--- src/bfr_pkg.sv ---
// Shared types, constants and offset arithmetic for the byte ring FIFO.
`timescale 1ns / 1ps
package bfr_pkg;

	localparam int STORE_BYTES       = 4096;
	localparam int MAX_ELEMENT_BYTES = 8;
	localparam int MAX_PULL          = 64;

	localparam int DATA_W     = 64;
	localparam int LANES      = DATA_W / 8;
	localparam int LANE_W     = $clog2(LANES);
	localparam int OFF_W      = $clog2(STORE_BYTES);
	localparam int ROWS       = STORE_BYTES / LANES;
	localparam int ROW_W      = $clog2(ROWS);
	localparam int ELEM_W     = 4;
	localparam int LIM_W      = 13;
	localparam int CFG_W      = 13;
	localparam int CFG_IDX_W  = 1;
	localparam int COUNT_W    = 7;
	localparam int CNT_W      = $clog2(MAX_PULL + 1);
	localparam int OCC_W      = 12;

	localparam int CMDQ_DEPTH = 2;
	localparam int CMDQ_PTR_W = $clog2(CMDQ_DEPTH);
	localparam int CMDQ_CNT_W = $clog2(CMDQ_DEPTH + 1);
	localparam int RESQ_DEPTH = 4;
	localparam int RESQ_PTR_W = $clog2(RESQ_DEPTH);
	localparam int RESQ_CNT_W = $clog2(RESQ_DEPTH + 1);

	typedef enum logic [1:0] {
		FUNC_PUSH       = 2'd0,
		FUNC_PULL_ONE   = 2'd1,
		FUNC_PULL_COUNT = 2'd2,
		FUNC_CLEAR      = 2'd3
	} func_t;

	typedef enum logic [1:0] {
		STAT_OK      = 2'd0,
		STAT_FULL    = 2'd1,
		STAT_EMPTY   = 2'd2,
		STAT_NOTHING = 2'd3
	} status_t;

	typedef enum logic [CFG_IDX_W-1:0] {
		REG_ELEMENT_BYTES = 1'd0,
		REG_BUFFER_BYTES  = 1'd1
	} cfg_reg_t;

	typedef enum logic [1:0] {
		CMD_PUSH,
		CMD_PULL,
		CMD_CLEAR,
		CMD_NOTHING
	} cmd_kind_t;

	typedef enum logic {
		SQ_IDLE,
		SQ_EMIT
	} seq_state_t;

	typedef struct packed {
		func_t                func;
		logic [DATA_W-1:0]    data_in;
		logic [COUNT_W-1:0]   count;
	} item_t;

	typedef struct packed {
		status_t              status;
		logic [DATA_W-1:0]    data_out;
		logic                 last;
		logic [OCC_W-1:0]     occupancy;
		logic                 is_full;
		logic                 is_empty;
	} result_t;

	typedef struct packed {
		cmd_kind_t            kind;
		logic [DATA_W-1:0]    data;
		logic [CNT_W-1:0]     cnt;
	} cmd_t;

	// Offset of the next element slot; wraps to zero past the last whole element.
	function automatic logic [OFF_W-1:0] next_off(
		input logic [OFF_W-1:0]  off,
		input logic [ELEM_W-1:0] e,
		input logic [LIM_W-1:0]  lim
	);
		logic [LIM_W+1:0] sum;
		logic [LIM_W+1:0] ahead;
		sum   = (LIM_W+2)'(off) + (LIM_W+2)'(e);
		ahead = sum + (LIM_W+2)'(e);
		if (ahead > (LIM_W+2)'(lim)) begin
			return '0;
		end
		return sum[OFF_W-1:0];
	endfunction

endpackage

--- src/bfr_res_q.sv ---
// Result queue between the sequencer and the result port.
`timescale 1ns / 1ps
module bfr_res_q (
	input  logic                 clk,
	input  logic                 arst_n,
	input  logic                 wr,
	output logic                 wr_full,
	input  bfr_pkg::result_t     wdata,
	output logic                 empty,
	input  logic                 pop,
	output bfr_pkg::result_t     rdata
);

	bfr_pkg::result_t                  q_q [bfr_pkg::RESQ_DEPTH];
	logic [bfr_pkg::RESQ_PTR_W-1:0]    wr_ptr_q;
	logic [bfr_pkg::RESQ_PTR_W-1:0]    rd_ptr_q;
	logic [bfr_pkg::RESQ_CNT_W-1:0]    cnt_q;
	logic                              do_wr;
	logic                              do_rd;

	assign wr_full = (cnt_q == bfr_pkg::RESQ_CNT_W'(bfr_pkg::RESQ_DEPTH));
	assign empty   = (cnt_q == '0);
	assign rdata   = q_q[rd_ptr_q];
	assign do_wr   = wr && !wr_full;
	assign do_rd   = pop && !empty;

	always_ff @(posedge clk) begin
		if (do_wr) begin
			q_q[wr_ptr_q] <= wdata;
		end
	end

	always_ff @(posedge clk or negedge arst_n) begin
		if (!arst_n) begin
			wr_ptr_q <= '0;
			rd_ptr_q <= '0;
			cnt_q    <= '0;
		end else begin
			if (do_wr) begin
				wr_ptr_q <= wr_ptr_q + 1'b1;
			end
			if (do_rd) begin
				rd_ptr_q <= rd_ptr_q + 1'b1;
			end
			if (do_wr && !do_rd) begin
				cnt_q <= cnt_q + 1'b1;
			end else if (do_rd && !do_wr) begin
				cnt_q <= cnt_q - 1'b1;
			end
		end
	end

endmodule

--- config.mk ---
export PLATFORM = sky130hd
export DESIGN_NAME = bfr_res_q
export DESIGN_NICKNAME = d
export VERILOG_FILES = /design/src/bfr_pkg.sv /design/src/bfr_res_q.sv
export SDC_FILE = /design/constraint.sdc
export NUM_CORES = 1
export LEC_CHECK = 0
export BUFFER_PORTS_ARGS = -buffer_cell sky130_fd_sc_hd__buf_4
export CORE_MARGIN = 2
export CORE_UTILIZATION = 30
export CTS_CLUSTER_SIZE = 16
export DETAILED_ROUTE_END_ITERATION = 12
export GPL_ROUTABILITY_DRIVEN = 1
export GPL_TIMING_DRIVEN = 1
export PLACE_DENSITY = 0.46
export SLEW_MARGIN = 20
export SYNTH_ARGS = -nofsm -noshare
export SYNTH_HDL_FRONTEND = slang
export SYNTH_SLANG_ARGS = --single-unit
--- constraint.sdc ---
create_clock -name clk -period 5.1 [get_ports clk]
set_clock_uncertainty 0.05 [all_clocks]
set_input_delay 0.255 -clock clk [delete_from_list [all_inputs] [get_ports clk]]
set_output_delay 0.255 -clock clk [all_outputs]
set_load 0.02 [all_outputs]
==> metrics.txt, run 1 <==
gpl congestion approximately 0.66; ANT nets after route 0; Unique masters post-synth 19; HPWL after detailed placement approximately 16000 um; global-route wire length before repair around 40000 um; Pwr Density just under 600 mW/mm^2; GR Util All Layers 12.84%; initial core utilization a little under a third; fraction of layout cells with a size suffix above 1 42.11%; Syn Nets 550; routed vias/inst between 4 and 5; vias in the first global route 6365; io pins ~170; Die Y 204.9 um; crit end category output port; DRC violations left 0; Longest Clk Path Bufs 3; critical path, cell by cell buf_16 > buf_4 > mux4_2 > buf_4; Slew HR about 36%; Starting DRT DRC Count around 280; Max VDD drop about 0.00023 V; worst-path maximum fanout 31; most used cell, CP buf_4; number of instances resized during post-cts repair 0; post-layout min period between 3 and 4 ns; Hold/Removal Path Class in2async; nets@finish roughly 830; status complete, no violations; Worst Setup SP rd_ptr_q[0]; htree depth 2; final max-slew violation count 0; Synth area leader edfxtp_1; Worst-Margin Slew 0.9542 ns; Setup crit start kind flip-flop; Synth area leaders edfxtp_1, mux4_2, dfrtp_1, buf_6, ha_1; number of CTS-inserted buffers 35; WL final roughly 26000 um; CTS tree yes; Final period util roughly 60%; drt wl/cell just over 20 um; Max-cap violations 0; Max stage delay on crit path ~0.78 ns; drt pass-1 iters 4; Die Area between 0.04 and 0.05 sq mm; total power 0.009486 W; post-synthesis sequential area ratio 81.78%; WP data required 4.80 ns; Final Hold Viols 0; initial antenna violation count 2; total global routing overflow 0; Critical Path AT 2.76 ns; clock latency at the later pin of the worst-skew pair 0.51 ns; core area 0.03982 sq mm; CP Class reg2out; fin worst setup slack 2.032 ns; RSZ-0062 raised after global routing false; Die Wd about 200 um; Synth Cell Area between 0.01 and 0.015 sq mm; Worst-path clk slew around 0.06 ns; Root Buffer clkbuf_16; Reg-to-Reg Start cnt_q[2]; Cells after Synth 459; total number of vias 5732; clock sinks between 300 and 400; final setup fails 0; largest net degree at the start of global routing 66; Fmax roughly 330 MHz; Port Buffers roughly 170; P&R area growth vs syn 32.07%; Avg Inst Size Synth around 26 sq um; P_leak between 5 and 6 nW; area share of the largest cell type after synthesis between 80% and 90%; synthesized flop and latch total about 330; Setup WS pre-CTS roughly 2.2 ns; Setup TNS 0 ns; slowest stage cell, crit path dfrtp_4; row count 73; Synth Warn # 0
-- cells by family after synthesis --
logic type / share of synthesized area [%]
multiplexers: 15.25
XOR/XNOR: 0.4339
AND/OR/NAND/NOR: 0.5164
buffers and inverters: 1.343
flip-flops: 81.78
adder cells (fa/ha/maj): 0.6818
-- final cells by class --
type                            instances  area (sq um)
Clock inverter                         18         170.2
Tap cell                              525         656.9
Inverter                                4         15.01
Fill cell                            3609         23830
Multi-Input combinational cell        105          2054
Clock buffer                           43         999.7
Timing Repair Buffer                  259          2185
Antenna cell                            1         2.502
Sequential cell                       331          9912
-- where the power goes --
part	leakage [nW]	switching (W)	internal (W)
clock	0.567	0.00101	0.00154
combinational	1.85	0.00166	0.00140
sequential	3.05	0.000273	0.00360
-- final timing paths --
path	to	slack, ns	cells past startpoint
min reg2reg	cnt_q[2]	0.43	1
min	cnt_q[1]	0.04	2
max in group asynchronous	rd_ptr_q[1]	4.82	2
max	rdata[50]	2.03	4
max reg2reg	q_q[0][37]	2.26	4
min in group clk	wr_ptr_q[0]	0.21	3
-- cell usage after synthesis --
cell type,number
buf_6,8
xnor2_1,4
fa_1,1
mux4_2,81
and2_1,4
nor3b_2,1
xor2_1,2
ha_1,5
or3_1,1
nand2_1,1
dfrtp_1,7
inv_1,4
nor2b_1,1
nand3_1,1
buf_2,10
nor2_1,1
edfxtp_1,324
mux2_2,2
buf_4,1
-- timing repair --
action	4_1_cts	5_1_grt
setup buffers	0	0
hold buffers	83	0
hold endpoints to repair	333	0
-- critical path: cells and delay by family, from the launching register on --
| kind | cells | cell delay, ns |
|---|---|---|
| DFF | 1 | 0.78 |
| muxes | 1 | 0.57 |
| buffers and inverters | 3 | 0.88 |
-- cells in the final DEF (no fill, tap or decap), drive strengths merged, types with 2 or more instances in the layout --
master / n
buf: 176
dfrtp: 7
ha: 5
inv: 5
mux4: 81
and2: 4
dlygate4sd3: 83
clkbuf: 43
xnor2: 4
xor2: 2
mux2: 2
clkinv: 10
edfxtp: 324
bufinv: 3
clkinvlp: 4
-- state kept, by name, summed over array words and instances, names as in the netlist --
name / flops
cnt_q: 3
q_q: 324
rd_ptr_q: 2
wr_ptr_q: 2
-- per-layer routing --
metal	GRT usage (%)	vias to the layer above	wire, um
met5	0	-	11
met4	3.674	2	474
met3	3.404	38	1483
met2	20.15	146	12400
met1	17.62	3016	12080
li1	-	2530	-
-- per-stage QoR --
step / cell area (sq um) / hold WS [ns] / instances / utilization (%)
after global routing: 15990 / 0.03620 / 1285 / 40.16
after global placement: 13940 / 0.02419 / 1139 / 35.02
final: 16000 / 0.04035 / 1286 / 40.17
after CTS: 15970 / 0.01852 / 1284 / 40.11
after detailed placement: 13970 / 0.02655 / 1140 / 35.09
after floorplan: 12110 / -0.09059 / 459 / -
(Power assumes the default switching activity.)
==> run 2, diff against run 1 <==
- clock period: 5.1 -> 3.03 ns (I/O delays scaled with it)
==> run 2 against run 1 <==
Compared with the run above:
- wire length fell by 3.5%
- cell count rose by 1.1%
- via count fell by 0.45%
- clock power rose by 70%
- design area rose by 1.0%
- power rose by 69%
- register-to-register slack got worse by 1.6 ns
- worst setup slack got worse by 1.4 ns
- critical path depth fell by 1
- sequential share of layout area fell by 0.64 points
- first-iteration DRC count fell by 13%
==> metrics.txt, run 2 (same netlist as run 1, synthesis figures left out) <==
Die Y 204.9 um (unchanged); Hold/Removal Path Class in2reg; gpl congestion 0.7008 (+6.3%); design area 0.01616 sq mm (+1.0%); io pins 168 (unchanged); fillers 3585 (-0.67%); WP data required 2.83 ns (-1.97 ns); slowest stage cell, crit path mux4_2; clock latency at the later pin of the worst-skew pair 0.53 ns (+0.02 ns); met1 global-route usage 15.37% (-2.3 points); Pwr Density 992.5 mW/mm^2 (+67%); nets@finish 837 (+1.2%); CTS tree yes; largest net degree at the start of global routing 64 (-3.0%); Max VDD drop 0.0005805 V (+150%); Multi-input gate area 0.002054 sq mm (unchanged); Setup TNS 0 ns (unchanged); final max-slew violation count 0 (unchanged); CP Class reg2out; worst reg2reg endpoint cnt_q[2]; Root Buffer clkbuf_16; number of flip-flops in the largest register 324 (unchanged); worst-path maximum fanout 63 (+100%); Post-Place Cell Area 0.01413 sq mm (+1.1%); global-route wire length before repair 38430 um (-3.0%); biggest regs q_q (324), cnt_q (3); register area 0.009912 sq mm (unchanged); Die Area 0.04199 sq mm (unchanged); initial antenna violation count 1 (-1); Hold Path Sink wr_ptr_q[0]; ant diodes 0 (-1); Setup WS pre-CTS 0.7074 ns (-1.461 ns); P_leak 5.540 nW (+1.4%); Setup crit start kind flip-flop; htree depth 2 (unchanged); P&R area growth vs syn 33.45%; Slew HR 61.93% (+26 points); Port Buffers 167 (unchanged); fin worst setup slack 0.6078 ns (-1.424 ns); busiest grt layer met2; critical path, cell by cell buf_12 > mux4_2 > buf_4; Hold Path Origin wr; row count 73 (unchanged); Final Hold Viols 0 (unchanged); commonest non-fill, non-tap cell in the layout edfxtp_1; RSZ-0062 raised after global routing false; Largest Register q_q; final setup fails 0 (unchanged); worst r2r path cells 8 (+4); number of CTS-inserted buffers 38 (+8.6%); fraction of layout cells with a size suffix above 1 41.68% (-0.43 points); Starting DRT DRC Count 240 (-13%); most frequent cells in the layout edfxtp_1, buf_4, dlygate4sd3_1; drt pass-1 iters 4 (unchanged); hold path depth 3; status complete, no violations; post-layout min period roughly 2.4 ns; Fmax between 400 and 500 MHz; total global routing overflow 0 (unchanged); Reg-to-Reg Start cnt_q[2]; Worst Setup SP rd_ptr_q[0]; HPWL after detailed placement 15030 um (-8.1%); crit end category output port; met2 Usage GRT 20.55% (+0.40 points); met3 Track Usage GR 4.088% (+0.68 points); initial core utilization 30.41% (unchanged); Longest Clk Path Bufs 3 (unchanged); ANT nets after route 0 (unchanged); Die Wd 204.9 um (unchanged); core area 0.03982 sq mm (unchanged); Final period util about four fifths; WL final 25540 um (-3.5%); total number of vias 5706 (-0.45%); drt wl/cell 19.64 um (-4.5%); Worst-path clk slew 0.05 ns (about the same); Critical Path AT 2.22 ns (-0.54 ns); clock sinks 331 (unchanged); vias in the first global route 6499 (+2.1%); Max-cap violations 0 (unchanged); Max stage delay on crit path 0.60 ns (-0.18 ns); number of instances resized during post-cts repair 0 (unchanged); Worst-Margin Slew 0.5699 ns (-0.3843 ns); DRC violations left 0 (unchanged); routed vias/inst 4.389 (-1.5%); FF-to-FF setup slack 0.69 ns (-1.57 ns); GR Util All Layers 12.43% (-0.41 points)
[run 2: where the power goes]
group | total [W] | switching, W | internal, W
Clock | 0.00434 | 0.00172 | 0.00262
Sequential | 0.00634 | 0.000283 | 0.00605
Combinational | 0.00537 | 0.00291 | 0.00246
Total | 0.0160 | 0.00491 | 0.0111
[run 2: timing repair]
| action | in CTS | in global routing |
|---|---|---|
| hold buffers | 84 | 0 |
| setup endpoints to repair | 0 | 0 |
| hold endpoints to repair | 333 | 0 |
| setup buffers | 0 | 0 |
[run 2: how the worst max path moves through the flow]
stage,end
after floorplan,q_q[0][0]
after CTS,rdata[27]
after global routing,rdata[49]
after detailed placement,cnt_q[2]
final,rdata[45]
after global placement,cnt_q[2]
[run 2: stage by stage]
step | instances | util [%] | hold slack [ns] | total power [W]
detailed placement | 1147 | 35.48 | -0.07905 | 0.01190
global placement | 1147 | 35.48 | -0.07728 | 0.01181
floorplan | 459 | - | -0.1941 | 0.009661
finish | 1300 | 40.59 | 0.09150 | 0.01604
global route | 1300 | 40.59 | 0.08030 | 0.01688
CTS | 1300 | 40.59 | 0.04775 | 0.01644
[run 2: critical path, delay by kind of cell, from the launching register on]
family	cells	cell delay (ns)
multiplexers	1	0.60
buffers and inverters	2	0.65
flip-flops	1	0.43
[run 2: layout make-up]
class	count	area share, %
Sequential cell	331	61.33
Timing Repair Buffer	266	14.43
Multi-Input combinational cell	105	12.71
Clock buffer	48	6.247
Tap cell	525	4.064
Clock inverter	21	1.130
Inverter	4	0.09289
[run 2: per-layer routing]
metal | vias to the layer above | part of all wire, %
li1 | 2550 | -
met5 | - | 0.051
met3 | 42 | 6.0
met1 | 2980 | 42
met2 | 132 | 50
met4 | 2 | 2.0
