File: config.mk
export PLATFORM = sky130hd
export DESIGN_NAME = bfr_front
export DESIGN_NICKNAME = d
export VERILOG_FILES = /design/src/bfr_pkg.sv /design/src/bfr_front.sv
export SDC_FILE = /design/constraint.sdc
export NUM_CORES = 1
export LEC_CHECK = 0
export BUFFER_PORTS_ARGS = -buffer_cell sky130_fd_sc_hd__buf_2
export CAP_MARGIN = 40
export CORE_MARGIN = 2
export CORE_UTILIZATION = 52
export DETAILED_ROUTE_END_ITERATION = 8
export GPL_TIMING_DRIVEN = 1
export HOLD_SLACK_MARGIN = 0.03
export PLACE_DENSITY = 0.77
export SLEW_MARGIN = 5
export SYNTH_ARGS = -nofsm -noshare
export SYNTH_HDL_FRONTEND = slang
export SYNTH_SLANG_ARGS = --single-unit
File: constraint.sdc
create_clock -name clk -period 4.6 [get_ports clk]
set_input_delay 0.92 -clock clk [delete_from_list [all_inputs] [get_ports clk]]
set_output_delay 0.92 -clock clk [all_outputs]
set_load 0.01 [all_outputs]
File: src/bfr_pkg.sv
// Shared types, constants and offset arithmetic for the byte ring FIFO.
`timescale 1ns / 1ps
package bfr_pkg;

	localparam int STORE_BYTES       = 4096;
	localparam int MAX_ELEMENT_BYTES = 8;
	localparam int MAX_PULL          = 64;

	localparam int DATA_W     = 64;
	localparam int LANES      = DATA_W / 8;
	localparam int LANE_W     = $clog2(LANES);
	localparam int OFF_W      = $clog2(STORE_BYTES);
	localparam int ROWS       = STORE_BYTES / LANES;
	localparam int ROW_W      = $clog2(ROWS);
	localparam int ELEM_W     = 4;
	localparam int LIM_W      = 13;
	localparam int CFG_W      = 13;
	localparam int CFG_IDX_W  = 1;
	localparam int COUNT_W    = 7;
	localparam int CNT_W      = $clog2(MAX_PULL + 1);
	localparam int OCC_W      = 12;

	localparam int CMDQ_DEPTH = 2;
	localparam int CMDQ_PTR_W = $clog2(CMDQ_DEPTH);
	localparam int CMDQ_CNT_W = $clog2(CMDQ_DEPTH + 1);
	localparam int RESQ_DEPTH = 4;
	localparam int RESQ_PTR_W = $clog2(RESQ_DEPTH);
	localparam int RESQ_CNT_W = $clog2(RESQ_DEPTH + 1);

	typedef enum logic [1:0] {
		FUNC_PUSH       = 2'd0,
		FUNC_PULL_ONE   = 2'd1,
		FUNC_PULL_COUNT = 2'd2,
		FUNC_CLEAR      = 2'd3
	} func_t;

	typedef enum logic [1:0] {
		STAT_OK      = 2'd0,
		STAT_FULL    = 2'd1,
		STAT_EMPTY   = 2'd2,
		STAT_NOTHING = 2'd3
	} status_t;

	typedef enum logic [CFG_IDX_W-1:0] {
		REG_ELEMENT_BYTES = 1'd0,
		REG_BUFFER_BYTES  = 1'd1
	} cfg_reg_t;

	typedef enum logic [1:0] {
		CMD_PUSH,
		CMD_PULL,
		CMD_CLEAR,
		CMD_NOTHING
	} cmd_kind_t;

	typedef enum logic {
		SQ_IDLE,
		SQ_EMIT
	} seq_state_t;

	typedef struct packed {
		func_t                func;
		logic [DATA_W-1:0]    data_in;
		logic [COUNT_W-1:0]   count;
	} item_t;

	typedef struct packed {
		status_t              status;
		logic [DATA_W-1:0]    data_out;
		logic                 last;
		logic [OCC_W-1:0]     occupancy;
		logic                 is_full;
		logic                 is_empty;
	} result_t;

	typedef struct packed {
		cmd_kind_t            kind;
		logic [DATA_W-1:0]    data;
		logic [CNT_W-1:0]     cnt;
	} cmd_t;

	// Offset of the next element slot; wraps to zero past the last whole element.
	function automatic logic [OFF_W-1:0] next_off(
		input logic [OFF_W-1:0]  off,
		input logic [ELEM_W-1:0] e,
		input logic [LIM_W-1:0]  lim
	);
		logic [LIM_W+1:0] sum;
		logic [LIM_W+1:0] ahead;
		sum   = (LIM_W+2)'(off) + (LIM_W+2)'(e);
		ahead = sum + (LIM_W+2)'(e);
		if (ahead > (LIM_W+2)'(lim)) begin
			return '0;
		end
		return sum[OFF_W-1:0];
	endfunction

endpackage

File: src/bfr_front.sv
// Front end: accepts items, classifies them into commands and queues them.
`timescale 1ns / 1ps
module bfr_front (
	input  logic                 clk,
	input  logic                 arst_n,
	input  logic                 push,
	output logic                 full,
	input  bfr_pkg::item_t       item,
	output logic                 cmd_valid,
	input  logic                 cmd_pop,
	output bfr_pkg::cmd_t        cmd
);

	bfr_pkg::cmd_t                     q_q [bfr_pkg::CMDQ_DEPTH];
	logic [bfr_pkg::CMDQ_PTR_W-1:0]    wr_ptr_q;
	logic [bfr_pkg::CMDQ_PTR_W-1:0]    rd_ptr_q;
	logic [bfr_pkg::CMDQ_CNT_W-1:0]    cnt_q;
	bfr_pkg::cmd_t                     cls;
	logic                              do_wr;
	logic                              do_rd;

	always_comb begin
		cls.data = item.data_in;
		cls.cnt  = bfr_pkg::CNT_W'(1);
		cls.kind = bfr_pkg::CMD_NOTHING;
		case (item.func)
			bfr_pkg::FUNC_PUSH: begin
				cls.kind = bfr_pkg::CMD_PUSH;
			end
			bfr_pkg::FUNC_PULL_ONE: begin
				cls.kind = bfr_pkg::CMD_PULL;
			end
			bfr_pkg::FUNC_PULL_COUNT: begin
				if (item.count == '0) begin
					cls.kind = bfr_pkg::CMD_NOTHING;
				end else if (item.count > bfr_pkg::COUNT_W'(bfr_pkg::MAX_PULL)) begin
					cls.kind = bfr_pkg::CMD_PULL;
					cls.cnt  = bfr_pkg::CNT_W'(bfr_pkg::MAX_PULL);
				end else begin
					cls.kind = bfr_pkg::CMD_PULL;
					cls.cnt  = bfr_pkg::CNT_W'(item.count);
				end
			end
			bfr_pkg::FUNC_CLEAR: begin
				cls.kind = bfr_pkg::CMD_CLEAR;
			end
			default: begin
				cls.kind = bfr_pkg::CMD_NOTHING;
			end
		endcase
	end

	assign full      = (cnt_q == bfr_pkg::CMDQ_CNT_W'(bfr_pkg::CMDQ_DEPTH));
	assign cmd_valid = (cnt_q != '0);
	assign cmd       = q_q[rd_ptr_q];
	assign do_wr     = push && !full;
	assign do_rd     = cmd_pop && cmd_valid;

	always_ff @(posedge clk) begin
		if (do_wr) begin
			q_q[wr_ptr_q] <= cls;
		end
	end

	always_ff @(posedge clk or negedge arst_n) begin
		if (!arst_n) begin
			wr_ptr_q <= '0;
			rd_ptr_q <= '0;
			cnt_q    <= '0;
		end else begin
			if (do_wr) begin
				wr_ptr_q <= wr_ptr_q + 1'b1;
			end
			if (do_rd) begin
				rd_ptr_q <= rd_ptr_q + 1'b1;
			end
			if (do_wr && !do_rd) begin
				cnt_q <= cnt_q + 1'b1;
			end else if (do_rd && !do_wr) begin
				cnt_q <= cnt_q - 1'b1;
			end
		end
	end

`ifndef SYNTHESIS
	a_cmdq_bound: assert property (@(posedge clk) disable iff (!arst_n)
		(cnt_q <= bfr_pkg::CMDQ_CNT_W'(bfr_pkg::CMDQ_DEPTH))
	) else $error("command queue count out of range");
`endif

endmodule

==> results of run 1 <==
[sequential cells by signal, indices dropped and copies added (netlist names)]
register  flops
cnt_q         2
wr_ptr_q      1
rd_ptr_q      1
q_q         146
[how the worst max path moves through the flow]
stage,to,slack (ns),cells past startpoint
after floorplan,q_q[0][0]$_DFFE_PP_,0.04,2
after global placement,cmd[29],1.87,3
after detailed placement,cmd[22],1.84,3
after CTS,cmd[22],1.28,3
after global routing,cmd[59],1.20,3
final,cmd[22],1.32,3
[power breakdown]
group / switching (mW) / internal (mW)
clock network: 0.492 / 0.865
registers: 0.172 / 1.87
logic: 0.640 / 0.740
[metal layers]
| metal | routed length (µm) | vias up | share of wire [%] |
|---|---|---|---|
| li1 | - | 1363 | - |
| met3 | 652 | 16 | 6.7 |
| met2 | 5087 | 103 | 52 |
| met5 | 0 | - | 0 |
| met4 | 192 | 0 | 2.0 |
| met1 | 3826 | 1393 | 39 |
[critical path, delay by kind of cell, from the launching register on]
family	cells	cell delay (ns)
flops	1	0.90
buf+inv	2	0.58
mux	1	0.34
[through the flow]
step,hold slack [ns],setup WS (ns),total power [mW],area (µm²)
6_report,0.2029,1.320,4.782,7335
5_1_grt,0.1731,1.198,5.013,7335
4_1_cts,0.1789,1.279,4.846,7335
3_5_place_dp,0.4666,1.840,3.481,6756
3_3_place_gp,0.4648,1.870,3.425,6736
2_1_floorplan,0.4468,0.03978,3.040,5838
[kinds of logic (layout without fill, tap and decap cells)]
logic type / count (synthesis) / count (layout) / synth area share [%]
DFF: 150 / 150 / 76.81
muxes: 73 / 73 / 17.94
and+or+nand+nor: 18 / 18 / 1.672
buffers and inverters: 13 / 189 / 1.757
xor gates and xnor gates: 5 / 5 / 0.7502
adders and majority gates: 4 / 4 / 0.8573
AOI/OAI and AO/OA: 2 / 2 / 0.2143
[placed cells by master, fill, tap and decap left out, types with 2 or more instances in the layout]
master,Yosys,final
a31oi_1,2,2
and2_1,6,6
buf_12,0,2
buf_2,1,151
buf_4,0,2
bufinv_16,0,4
clkbuf_16,0,16
clkinv_2,0,5
clkinvlp_4,0,2
dfrtp_1,4,3
edfxtp_1,146,146
ha_1,4,4
inv_1,5,5
mux2_2,13,13
mux2_4,60,60
nand2_1,3,3
nor2_1,4,3
xnor2_1,3,3
xor2_1,2,2
[final cells by class]
type / count / area [µm²] / area share [%]
Sequential cell: 150 / 4488 / 61.19
Multi-Input combinational cell: 102 / 1264 / 17.23
Timing Repair Buffer: 155 / 810.8 / 11.05
Clock buffer: 18 / 417.9 / 5.698
Tap cell: 140 / 175.2 / 2.388
Clock inverter: 11 / 160.2 / 2.184
Inverter: 5 / 18.77 / 0.2559
==> run_summary.xml, run 1 <==
<?xml version="1.0" encoding="UTF-8"?>
<metrics>
  <group name="detailed_routing">
    <metric name="remaining_drc_errors" unit="">0</metric>
    <metric name="drt-total-wl" unit="mm">9.758</metric>
    <metric name="via_count" unit="">2875</metric>
    <metric name="ratio_of_routed_vias_to_standard_cells" unit="">4.948</metric>
    <metric name="drtIter0Drc" unit="">117</metric>
    <metric name="wl_per_cell" unit="µm">16.80</metric>
    <metric name="detailedRoute.firstPassIterationCount" unit="">4</metric>
    <metric name="route.antenna.remaining_nets" unit="">0</metric>
  </group>
  <group name="sta">
    <metric name="tightestPinTransition" unit="ns">0.8652</metric>
    <metric name="slew-limit-headroom" unit="%">42.18</metric>
    <metric name="rsz_0062_raised_after_global_routing" unit="">false</metric>
    <metric name="hold_viol_final" unit="">0</metric>
    <metric name="min_period_over_period" unit="%">71.31</metric>
    <metric name="final-max-slew-violation-count" unit="">0</metric>
    <metric name="clock.fmax" unit="GHz">0.3049</metric>
    <metric name="finalSetupViolations" unit="">0</metric>
    <metric name="finalCriticalPeriod" unit="ns">3.280</metric>
    <metric name="fin_worst_skew" unit="ns">0.004605</metric>
    <metric name="fin_tns_setup" unit="ns">0</metric>
  </group>
  <group name="cells_and_area">
    <metric name="final_net_count" unit="">512</metric>
    <metric name="post_route_cells_drive_above_1_share" unit="%">59.18</metric>
    <metric name="final_core_utilization" unit="%">67.36</metric>
    <metric name="fillers" unit="">745</metric>
    <metric name="area.growth.synth_to_final" unit="%">25.63</metric>
    <metric name="instances_no_fill" unit="">581</metric>
    <metric name="antennaDiodeCount" unit="">0</metric>
  </group>
  <group name="clock_tree">
    <metric name="hold_buffers" unit="">0</metric>
    <metric name="cts_resized" unit="">0</metric>
    <metric name="cts-htree-levels" unit="">4</metric>
    <metric name="number_of_clock_buffers_inserted_by_tritoncts" unit="">17</metric>
    <metric name="cts_setup_buffers" unit="">0</metric>
    <metric name="clockRootBuffer" unit="">clkbuf_8</metric>
    <metric name="tritoncts_sink_count" unit="">150</metric>
    <metric name="clkSlewWorstSetupHoldPaths" unit="ns">0.06</metric>
    <metric name="cts_tree" unit="">done</metric>
    <metric name="insertion_delay" unit="ns">0.51</metric>
    <metric name="cts_max_path_buffers" unit="">2</metric>
  </group>
  <group name="logic_synthesis">
    <metric name="syn_area_per_cell" unit="µm²">22.03</metric>
    <metric name="post_synth_num_cell_types" unit="">19</metric>
    <metric name="synth-async-reset-ratio" unit="%">2.667</metric>
    <metric name="yosysTopAreaCell" unit="">edfxtp_1</metric>
    <metric name="mappedNetlistNets" unit="">346</metric>
    <metric name="synth_area" unit="µm²">5838</metric>
    <metric name="yosys_warnings" unit="">0</metric>
    <metric name="synth-edff-count" unit="">146</metric>
    <metric name="synth_top_cell_area_share" unit="%">75.10</metric>
    <metric name="synth_top_flop_cell" unit="">edfxtp_1</metric>
    <metric name="synthCells" unit="">265</metric>
    <metric name="synth-seq-cells" unit="">150</metric>
    <metric name="synth_most_common_cell" unit="">edfxtp_1</metric>
    <metric name="synth.top_cells.by_count" unit="">146 x edfxtp_1, 60 x mux2_4, 13 x mux2_2</metric>
    <metric name="synth.yosys.seq_area_share" unit="%">76.81</metric>
    <metric name="netlist_top_cells_area" unit="">edfxtp_1 75%, mux2_4 15%, mux2_2 2.5%, dfrtp_1 1.7%, buf_6 1.4%</metric>
  </group>
  <group name="hold_path">
    <metric name="worst_hold_path_type" unit="">in2async</metric>
  </group>
  <group name="outcome">
    <metric name="status" unit="">completed</metric>
  </group>
  <group name="worst_setup_path">
    <metric name="critical_path.slowest_cell" unit="">dfrtp_4</metric>
    <metric name="end_kind" unit="">output port</metric>
    <metric name="startpoint" unit="">rd_ptr_q$_DFFE_PN0P_</metric>
    <metric name="critPathRequiredTime" unit="ns">3.68</metric>
    <metric name="crit_path_cell_trace" unit="">buf_4 -&gt; mux2_4 -&gt; buf_2</metric>
    <metric name="r2r_start" unit="">cnt_q[1]$_DFFE_PN0P_</metric>
    <metric name="ff2ff_path_depth" unit="">4</metric>
    <metric name="cpPeakStageDelay" unit="ns">0.90</metric>
    <metric name="r2r_setup_slack" unit="ns">2.51</metric>
    <metric name="r2r-end" unit="">q_q[0][52]$_DFFE_PP_</metric>
    <metric name="cp.arrival" unit="ns">2.36</metric>
    <metric name="path_max_fanout" unit="">42</metric>
    <metric name="timing.critical_path.from_type" unit="">flip-flop</metric>
    <metric name="critPathKind" unit="">reg2out</metric>
  </group>
  <group name="floorplanning">
    <metric name="floorplan.die.height" unit="µm">110.0</metric>
    <metric name="die_width" unit="µm">110.0</metric>
    <metric name="dieArea" unit="µm²">12090</metric>
    <metric name="floorplan.initialDensity" unit="%">53.62</metric>
    <metric name="design.core.area" unit="µm²">10890</metric>
    <metric name="boundaryPins" unit="">152</metric>
    <metric name="rows" unit="">38</metric>
  </group>
  <group name="global_route">
    <metric name="grt_most_used_layer" unit="">met2</metric>
    <metric name="grt_util_met3" unit="%">6.343</metric>
    <metric name="grt_pass1_vias" unit="">2916</metric>
    <metric name="grt_use_total" unit="%">16.91</metric>
    <metric name="overflow" unit="">0</metric>
    <metric name="met1_usage" unit="%">18.99</metric>
    <metric name="grt_start_max_net_pins" unit="">47</metric>
    <metric name="grt_antenna_before_repair" unit="">0</metric>
    <metric name="grt_first_pass_wirelength" unit="mm">14.50</metric>
    <metric name="grt.met2_usage" unit="%">28.62</metric>
  </group>
  <group name="place">
    <metric name="dp_hpwl" unit="mm">6.541</metric>
    <metric name="final_wtd_congestion" unit="">0.7209</metric>
    <metric name="io_buffer_count" unit="">151</metric>
    <metric name="placed_cells_incl_taps" unit="">552</metric>
  </group>
  <group name="run">
    <metric name="cap_viol_max_count" unit="">0</metric>
  </group>
  <group name="pwr">
    <metric name="total_leakage_power" unit="nW">2.979</metric>
    <metric name="pwr_density_cell" unit="nW/µm²">651.9</metric>
    <metric name="max_vdd_drop" unit="mV">0.3720</metric>
  </group>
</metrics>
Power figures use the tool's default switching activity.
==> run 2: changes to the inputs <==
- ABC_AREA: unset -> 1
- clock period: 4.6 -> 3.4 ns (I/O delays scaled with it)
==> run_summary.xml, run 2 <==
<?xml version="1.0" encoding="UTF-8"?>
<metrics>
  <group name="cells_and_area">
    <metric name="layout.cells.most_common" unit="">nand2_1</metric>
    <metric name="area.growth.synth_to_final" unit="%">26.42</metric>
    <metric name="fillers" unit="">812</metric>
    <metric name="largest_reg_flops" unit="">146</metric>
    <metric name="most-common-layout-cells" unit="">229 x nand2_1, 151 x buf_2, 146 x edfxtp_1, 16 x clkbuf_16</metric>
    <metric name="largestRegisters" unit="">q_q x146, cnt_q x2</metric>
    <metric name="final_net_count" unit="">682</metric>
    <metric name="antennaDiodeCount" unit="">0</metric>
    <metric name="post-route-cell-area" unit="µm²">7203</metric>
    <metric name="register_ranked_first_by_flip_flop_count" unit="">q_q</metric>
    <metric name="post_route_cells_drive_above_1_share" unit="%">30.56</metric>
    <metric name="instances_no_fill" unit="">752</metric>
  </group>
  <group name="place">
    <metric name="io_buffer_count" unit="">151</metric>
    <metric name="dp_hpwl" unit="mm">6.987</metric>
    <metric name="area_post_placement" unit="µm²">6611</metric>
    <metric name="placed_cells_incl_taps" unit="">721</metric>
    <metric name="final_wtd_congestion" unit="">0.7417</metric>
  </group>
  <group name="clock_tree">
    <metric name="insertion_delay" unit="ns">0.51</metric>
    <metric name="tritoncts_sink_count" unit="">150</metric>
    <metric name="number_of_clock_buffers_inserted_by_tritoncts" unit="">17</metric>
    <metric name="clockRootBuffer" unit="">clkbuf_8</metric>
    <metric name="clkSlewWorstSetupHoldPaths" unit="ns">0.06</metric>
    <metric name="cts_max_path_buffers" unit="">2</metric>
    <metric name="cts_tree" unit="">done</metric>
    <metric name="cts-htree-levels" unit="">4</metric>
    <metric name="cts_resized" unit="">0</metric>
  </group>
  <group name="detailed_routing">
    <metric name="route.antenna.remaining_nets" unit="">0</metric>
    <metric name="detailedRoute.firstPassIterationCount" unit="">5</metric>
    <metric name="ratio_of_routed_vias_to_standard_cells" unit="">4.836</metric>
    <metric name="drtIter0Drc" unit="">190</metric>
    <metric name="via_count" unit="">3637</metric>
    <metric name="remaining_drc_errors" unit="">0</metric>
    <metric name="drt-total-wl" unit="mm">10.93</metric>
    <metric name="wl_per_cell" unit="µm">14.53</metric>
  </group>
  <group name="sta">
    <metric name="min_period_over_period" unit="%">77.08</metric>
    <metric name="final-max-slew-violation-count" unit="">0</metric>
    <metric name="slew-limit-headroom" unit="%">48.51</metric>
    <metric name="finalSetupViolations" unit="">0</metric>
    <metric name="rsz_0062_raised_after_global_routing" unit="">false</metric>
    <metric name="fin_tns_setup" unit="ns">0</metric>
    <metric name="hold_viol_final" unit="">0</metric>
    <metric name="tightestPinTransition" unit="ns">0.7723</metric>
    <metric name="clock.fmax" unit="GHz">0.3816</metric>
    <metric name="finalCriticalPeriod" unit="ns">2.621</metric>
    <metric name="fin_worst_skew" unit="ns">0.004500</metric>
    <metric name="finalHoldWorstSlack" unit="ns">0.3561</metric>
  </group>
  <group name="worst_setup_path">
    <metric name="cpPeakStageDelay" unit="ns">0.40</metric>
    <metric name="cp.arrival" unit="ns">1.94</metric>
    <metric name="critPathKind" unit="">reg2out</metric>
    <metric name="critical_path.slowest_cell" unit="">dfrtp_2</metric>
    <metric name="cpMostUsedCell" unit="">nand2_1</metric>
    <metric name="crit_path_cell_trace" unit="">inv_2 -&gt; buf_12 -&gt; nand2_1 -&gt; nand2_1 -&gt; buf_2</metric>
    <metric name="timing.critical_path.from_type" unit="">flip-flop</metric>
    <metric name="r2r_setup_slack" unit="ns">1.47</metric>
    <metric name="end_kind" unit="">output port</metric>
    <metric name="worst_path_bufs_invs" unit="">3</metric>
    <metric name="critPathRequiredTime" unit="ns">2.72</metric>
    <metric name="path_delay_family" unit="">buffers and inverters</metric>
    <metric name="path_max_fanout" unit="">46</metric>
  </group>
  <group name="floorplanning">
    <metric name="boundaryPins" unit="">152</metric>
    <metric name="dieArea" unit="µm²">11810</metric>
    <metric name="rows" unit="">38</metric>
    <metric name="die_width" unit="µm">108.7</metric>
    <metric name="floorplan.initialDensity" unit="%">53.03</metric>
    <metric name="floorplan.die.height" unit="µm">108.7</metric>
    <metric name="design.core.area" unit="µm²">10750</metric>
  </group>
  <group name="logic_synthesis">
    <metric name="synth_most_common_cell" unit="">nand2_1</metric>
    <metric name="synth_top_cell_area_share" unit="%">76.94</metric>
    <metric name="synth-edff-count" unit="">146</metric>
    <metric name="yosys_warnings" unit="">0</metric>
    <metric name="synth-async-reset-ratio" unit="%">2.667</metric>
    <metric name="netlist_top_cells_area" unit="">edfxtp_1 77%, nand2_1 15%, dfrtp_1 1.8%, buf_6 1.2%, nor2_1 1.1%</metric>
    <metric name="post_synth_num_cell_types" unit="">18</metric>
    <metric name="synthCells" unit="">441</metric>
    <metric name="yosysTopAreaCell" unit="">edfxtp_1</metric>
    <metric name="synth.yosys.seq_area_share" unit="%">78.70</metric>
    <metric name="mappedNetlistNets" unit="">522</metric>
    <metric name="synth_top_flop_cell" unit="">edfxtp_1</metric>
    <metric name="synth.top_cells.by_count" unit="">229 x nand2_1, 146 x edfxtp_1, 16 x nor2_1</metric>
    <metric name="synth-seq-cells" unit="">150</metric>
    <metric name="syn_area_per_cell" unit="µm²">12.92</metric>
    <metric name="synth_area" unit="µm²">5698</metric>
  </group>
  <group name="pwr">
    <metric name="max_vdd_drop" unit="mV">0.4570</metric>
    <metric name="pwr_density_cell" unit="nW/µm²">891.4</metric>
    <metric name="report.power.total" unit="mW">6.421</metric>
    <metric name="total_leakage_power" unit="nW">3.161</metric>
  </group>
  <group name="run">
    <metric name="cap_viol_max_count" unit="">0</metric>
  </group>
  <group name="outcome">
    <metric name="status" unit="">completed</metric>
  </group>
  <group name="global_route">
    <metric name="grt_start_max_net_pins" unit="">74</metric>
    <metric name="overflow" unit="">0</metric>
    <metric name="grt_antenna_before_repair" unit="">0</metric>
    <metric name="grt_pass1_vias" unit="">3513</metric>
    <metric name="grt_first_pass_wirelength" unit="mm">16.17</metric>
    <metric name="grt_use_total" unit="%">18.74</metric>
  </group>
  <group name="hold_path">
    <metric name="worst_hold_path_type" unit="">in2reg</metric>
  </group>
</metrics>
run 2: changes by cell type after synthesis, sizes merged, moves of 2 or more:
cell,previous run,this run
o21ai,0,3
inv,5,16
nor2,4,16
nand2,3,229
mux2,73,0
buf,8,15
a21oi,0,2
a31oi,2,0
and2,6,0
xnor2,3,1
run 2: worst paths after layout:
kind / startpoint / cells past startpoint / to
worst max-delay path: rd_ptr_q$_DFFE_PN0P_ / 5 / cmd[6]
worst min-delay path: item[15] / 1 / q_q[1][15]$_DFFE_PP_
worst max register to register: cnt_q[1]$_DFFE_PN0P_ / 4 / q_q[0][66]$_DFFE_PP_
worst min register to register: cnt_q[0]$_DFFE_PN0P_ / 1 / cnt_q[0]$_DFFE_PN0P_
max in group asynchronous: arst_n / 2 / rd_ptr_q$_DFFE_PN0P_
min in group asynchronous: arst_n / 2 / wr_ptr_q$_DFFE_PN0P_
run 2: stage by stage:
stage                     util (%)  setup slack (ns)
after floorplan                  -            0.2629
after global placement       61.53             1.224
after detailed placement     61.53             1.181
after CTS                    67.04            0.7257
after global routing         67.04            0.6216
final                        67.04            0.7793
run 2: cell type report:
cell class | count | area, µm² | area share [%]
Inverter | 16 | 60.06 | 0.8338
Sequential cell | 150 | 4486 | 62.27
Clock buffer | 20 | 425.4 | 5.906
Timing Repair Buffer | 157 | 853.3 | 11.85
Multi-Input combinational cell | 259 | 1047 | 14.54
Clock inverter | 10 | 156.4 | 2.171
Tap cell | 140 | 175.2 | 2.432
run 2: metal layers:
metal	GRT usage (%)	part of all wire, %
met5	0	0
met1	21.07	39
met2	33.30	54
met4	9.982	2.6
met3	4.124	4.5
run 2: timing repair:
item,4_1_cts,5_1_grt
setup buffers,0,0
hold endpoints to repair,4,0
hold buffers,1,0
run 2: where the power goes:
part	internal [mW]	switching (mW)	leakage (nW)
Clock	1.18	0.657	0.276
Sequential	2.52	0.105	1.40
Combinational	0.662	1.30	1.48
Total	4.36	2.06	3.16
run 2: cells by family after synthesis:
logic type | synth area share (%)
and+or+nand+nor | 16.34
AOI/OAI and AO/OA | 0.4391
DFF | 78.70
xor gates and xnor gates | 0.4612
buffers and inverters | 3.184
adders and majority gates | 0.8784
==> run 3: changes to the inputs <==
- clock period: 3.4 -> 2.45 ns (I/O delays scaled with it)
==> run_summary.xml, run 3 (synthesized netlist as in run 2, its figures left out) <==
<?xml version="1.0" encoding="UTF-8"?>
<metrics>
  <group name="detailed_routing">
    <metric name="route.antenna.remaining_nets" unit="">0</metric>
    <metric name="ratio_of_routed_vias_to_standard_cells" unit="">4.842</metric>
    <metric name="routedLengthMet1" unit="mm">4.148</metric>
    <metric name="wl_met2" unit="mm">5.734</metric>
    <metric name="highest_layer" unit="">met4</metric>
    <metric name="drt-total-wl" unit="mm">10.63</metric>
    <metric name="detailedRoute.firstPassIterationCount" unit="">4</metric>
    <metric name="remaining_drc_errors" unit="">0</metric>
    <metric name="via_count" unit="">3646</metric>
    <metric name="wl_per_cell" unit="µm">14.11</metric>
    <metric name="drtIter0Drc" unit="">176</metric>
    <metric name="routed-wl-met3" unit="µm">592</metric>
  </group>
  <group name="place">
    <metric name="io_buffer_count" unit="">151</metric>
    <metric name="placed_cells_incl_taps" unit="">722</metric>
    <metric name="dp_hpwl" unit="mm">6.817</metric>
    <metric name="final_wtd_congestion" unit="">0.7469</metric>
    <metric name="area_post_placement" unit="µm²">6594</metric>
    <metric name="dp_worst_setup_slack" unit="ns">0.6917</metric>
  </group>
  <group name="clock_tree">
    <metric name="clockRootBuffer" unit="">clkbuf_8</metric>
    <metric name="tritoncts_sink_count" unit="">150</metric>
    <metric name="insertion_delay" unit="ns">0.50</metric>
    <metric name="cts_max_path_buffers" unit="">2</metric>
    <metric name="cts_tree" unit="">done</metric>
    <metric name="number_of_clock_buffers_inserted_by_tritoncts" unit="">17</metric>
    <metric name="cts_resized" unit="">0</metric>
    <metric name="cts-htree-levels" unit="">4</metric>
    <metric name="clkSlewWorstSetupHoldPaths" unit="ns">0.06</metric>
  </group>
  <group name="floorplanning">
    <metric name="design.core.area" unit="µm²">10750</metric>
    <metric name="boundaryPins" unit="">152</metric>
    <metric name="floorplan.initialDensity" unit="%">53.03</metric>
    <metric name="die_width" unit="µm">108.7</metric>
    <metric name="floorplan.die.height" unit="µm">108.7</metric>
    <metric name="rows" unit="">38</metric>
    <metric name="dieArea" unit="µm²">11810</metric>
  </group>
  <group name="pwr">
    <metric name="power.share.clock" unit="%">28.5</metric>
    <metric name="max_vdd_drop" unit="mV">0.5637</metric>
    <metric name="power.switching" unit="mW">2.826</metric>
    <metric name="comb_power_share" unit="%">30.2</metric>
    <metric name="share_seq_of_total_power" unit="%">41.3</metric>
    <metric name="sw_frac_of_total" unit="%">31.94</metric>
    <metric name="pwr_density_cell" unit="nW/µm²">1232</metric>
    <metric name="total_leakage_power" unit="nW">3.163</metric>
    <metric name="p_int" unit="mW">6.023</metric>
  </group>
  <group name="global_route">
    <metric name="grt_start_max_net_pins" unit="">75</metric>
    <metric name="grt_first_pass_wirelength" unit="mm">16.13</metric>
    <metric name="grt_antenna_before_repair" unit="">0</metric>
    <metric name="overflow" unit="">0</metric>
    <metric name="grt_pass1_vias" unit="">3454</metric>
    <metric name="grt_use_total" unit="%">18.53</metric>
  </group>
  <group name="cells_and_area">
    <metric name="largestRegisters" unit="">q_q x146, cnt_q x2</metric>
    <metric name="register_ranked_first_by_flip_flop_count" unit="">q_q</metric>
    <metric name="layout.cells.most_common" unit="">nand2_1</metric>
    <metric name="area.growth.synth_to_final" unit="%">26.07</metric>
    <metric name="final_core_utilization" unit="%">66.85</metric>
    <metric name="final_net_count" unit="">683</metric>
    <metric name="most-common-layout-cells" unit="">229 x nand2_1, 151 x buf_2, 146 x edfxtp_1, 16 x clkbuf_16</metric>
    <metric name="instances_no_fill" unit="">753</metric>
    <metric name="post-route-cell-area" unit="µm²">7183</metric>
    <metric name="post_route_cells_drive_above_1_share" unit="%">30.67</metric>
    <metric name="largest_reg_flops" unit="">146</metric>
    <metric name="fillers" unit="">794</metric>
    <metric name="antennaDiodeCount" unit="">0</metric>
  </group>
  <group name="worst_setup_path">
    <metric name="timing.critical_path.from_type" unit="">flip-flop</metric>
    <metric name="end_kind" unit="">output port</metric>
    <metric name="critPathKind" unit="">reg2out</metric>
    <metric name="critPathRequiredTime" unit="ns">1.96</metric>
    <metric name="cp.arrival" unit="ns">1.63</metric>
    <metric name="r2r_start" unit="">cnt_q[0]$_DFFE_PN0P_</metric>
    <metric name="path_max_fanout" unit="">74</metric>
    <metric name="startpoint" unit="">rd_ptr_q$_DFFE_PN0P_</metric>
  </group>
  <group name="sta">
    <metric name="min_period_over_period" unit="%">86.69</metric>
    <metric name="fin_worst_skew" unit="ns">0.007069</metric>
    <metric name="finalSetupViolations" unit="">0</metric>
    <metric name="slew-limit-headroom" unit="%">67.24</metric>
    <metric name="rsz_0062_raised_after_global_routing" unit="">false</metric>
    <metric name="clock.fmax" unit="GHz">0.4709</metric>
    <metric name="finalCriticalPeriod" unit="ns">2.124</metric>
    <metric name="hold_viol_final" unit="">0</metric>
    <metric name="final-max-slew-violation-count" unit="">0</metric>
    <metric name="final_critical_path_setup_slack" unit="ns">0.3262</metric>
    <metric name="tightestPinTransition" unit="ns">0.4914</metric>
  </group>
  <group name="outcome">
    <metric name="status" unit="">completed</metric>
  </group>
  <group name="hold_path">
    <metric name="hold_start" unit="">item[54]</metric>
    <metric name="worst_hold_path_type" unit="">in2reg</metric>
  </group>
  <group name="run">
    <metric name="cap_viol_max_count" unit="">0</metric>
  </group>
</metrics>
[run 3: layout make-up]
cell class / count / area [µm²] / area share, %
Inverter: 16 / 60.06 / 0.8361
Timing Repair Buffer: 158 / 835.8 / 11.64
Clock inverter: 12 / 161.4 / 2.247
Clock buffer: 18 / 417.9 / 5.818
Multi-Input combinational cell: 259 / 1047 / 14.58
Sequential cell: 150 / 4486 / 62.45
Tap cell: 140 / 175.2 / 2.439
[run 3: power by group through the flow]
stage | clock network [mW] | logic (mW) | registers [mW]
floorplan | 0 | 1.69 | 3.69
detailed placement | 0 | 2.71 | 3.70
CTS | 2.57 | 2.73 | 3.65
global route | 2.68 | 2.99 | 3.70
global placement | 0 | 2.66 | 3.67
finish | 2.53 | 2.67 | 3.65
[run 3: metal layers]
metal / GRT usage [%] / vias up
met1: 21.77 / 1724
met5: 0 / -
li1: - / 1791
met2: 32.32 / 116
met4: 7.784 / 0
met3: 4.842 / 15
[run 3: what timing repair did]
action	CTS	global route
hold endpoints to repair	4	0
setup buffers	0	0
hold buffers	1	0
[run 3: path summary, 6_finish.rpt]
check                                       endpoint  slack (ns)  depth (start not counted)
max in group asynchronous       rd_ptr_q$_DFFE_PN0P_        1.98                          2
worst min-delay path            q_q[0][54]$_DFFE_PP_        0.17                          1
worst max register to register  cnt_q[1]$_DFFE_PN0P_        0.69                          6
min in group asynchronous       cnt_q[1]$_DFFE_PN0P_        0.33                          2
worst max-delay path                          cmd[3]        0.33                          5
worst min register to register  cnt_q[0]$_DFFE_PN0P_        0.59                          1
[run 3: critical path: stages, from the launching register on]
cell and delay (ns):
dfrtp_2 0.41, inv_2 0.07, buf_12 0.28, nand2_1 0.11, nand2_1 0.09, buf_2 0.13
[run 3: stage by stage]
stage | hold slack (ns) | power, mW | setup TNS [ns]
final | 0.1717 | 8.850 | 0
after global routing | 0.1396 | 9.364 | 0
after CTS | 0.1456 | 8.962 | 0
after detailed placement | 0.3039 | 6.419 | 0
after global placement | 0.2985 | 6.332 | 0
after floorplan | 0.1944 | 5.383 | -71.56
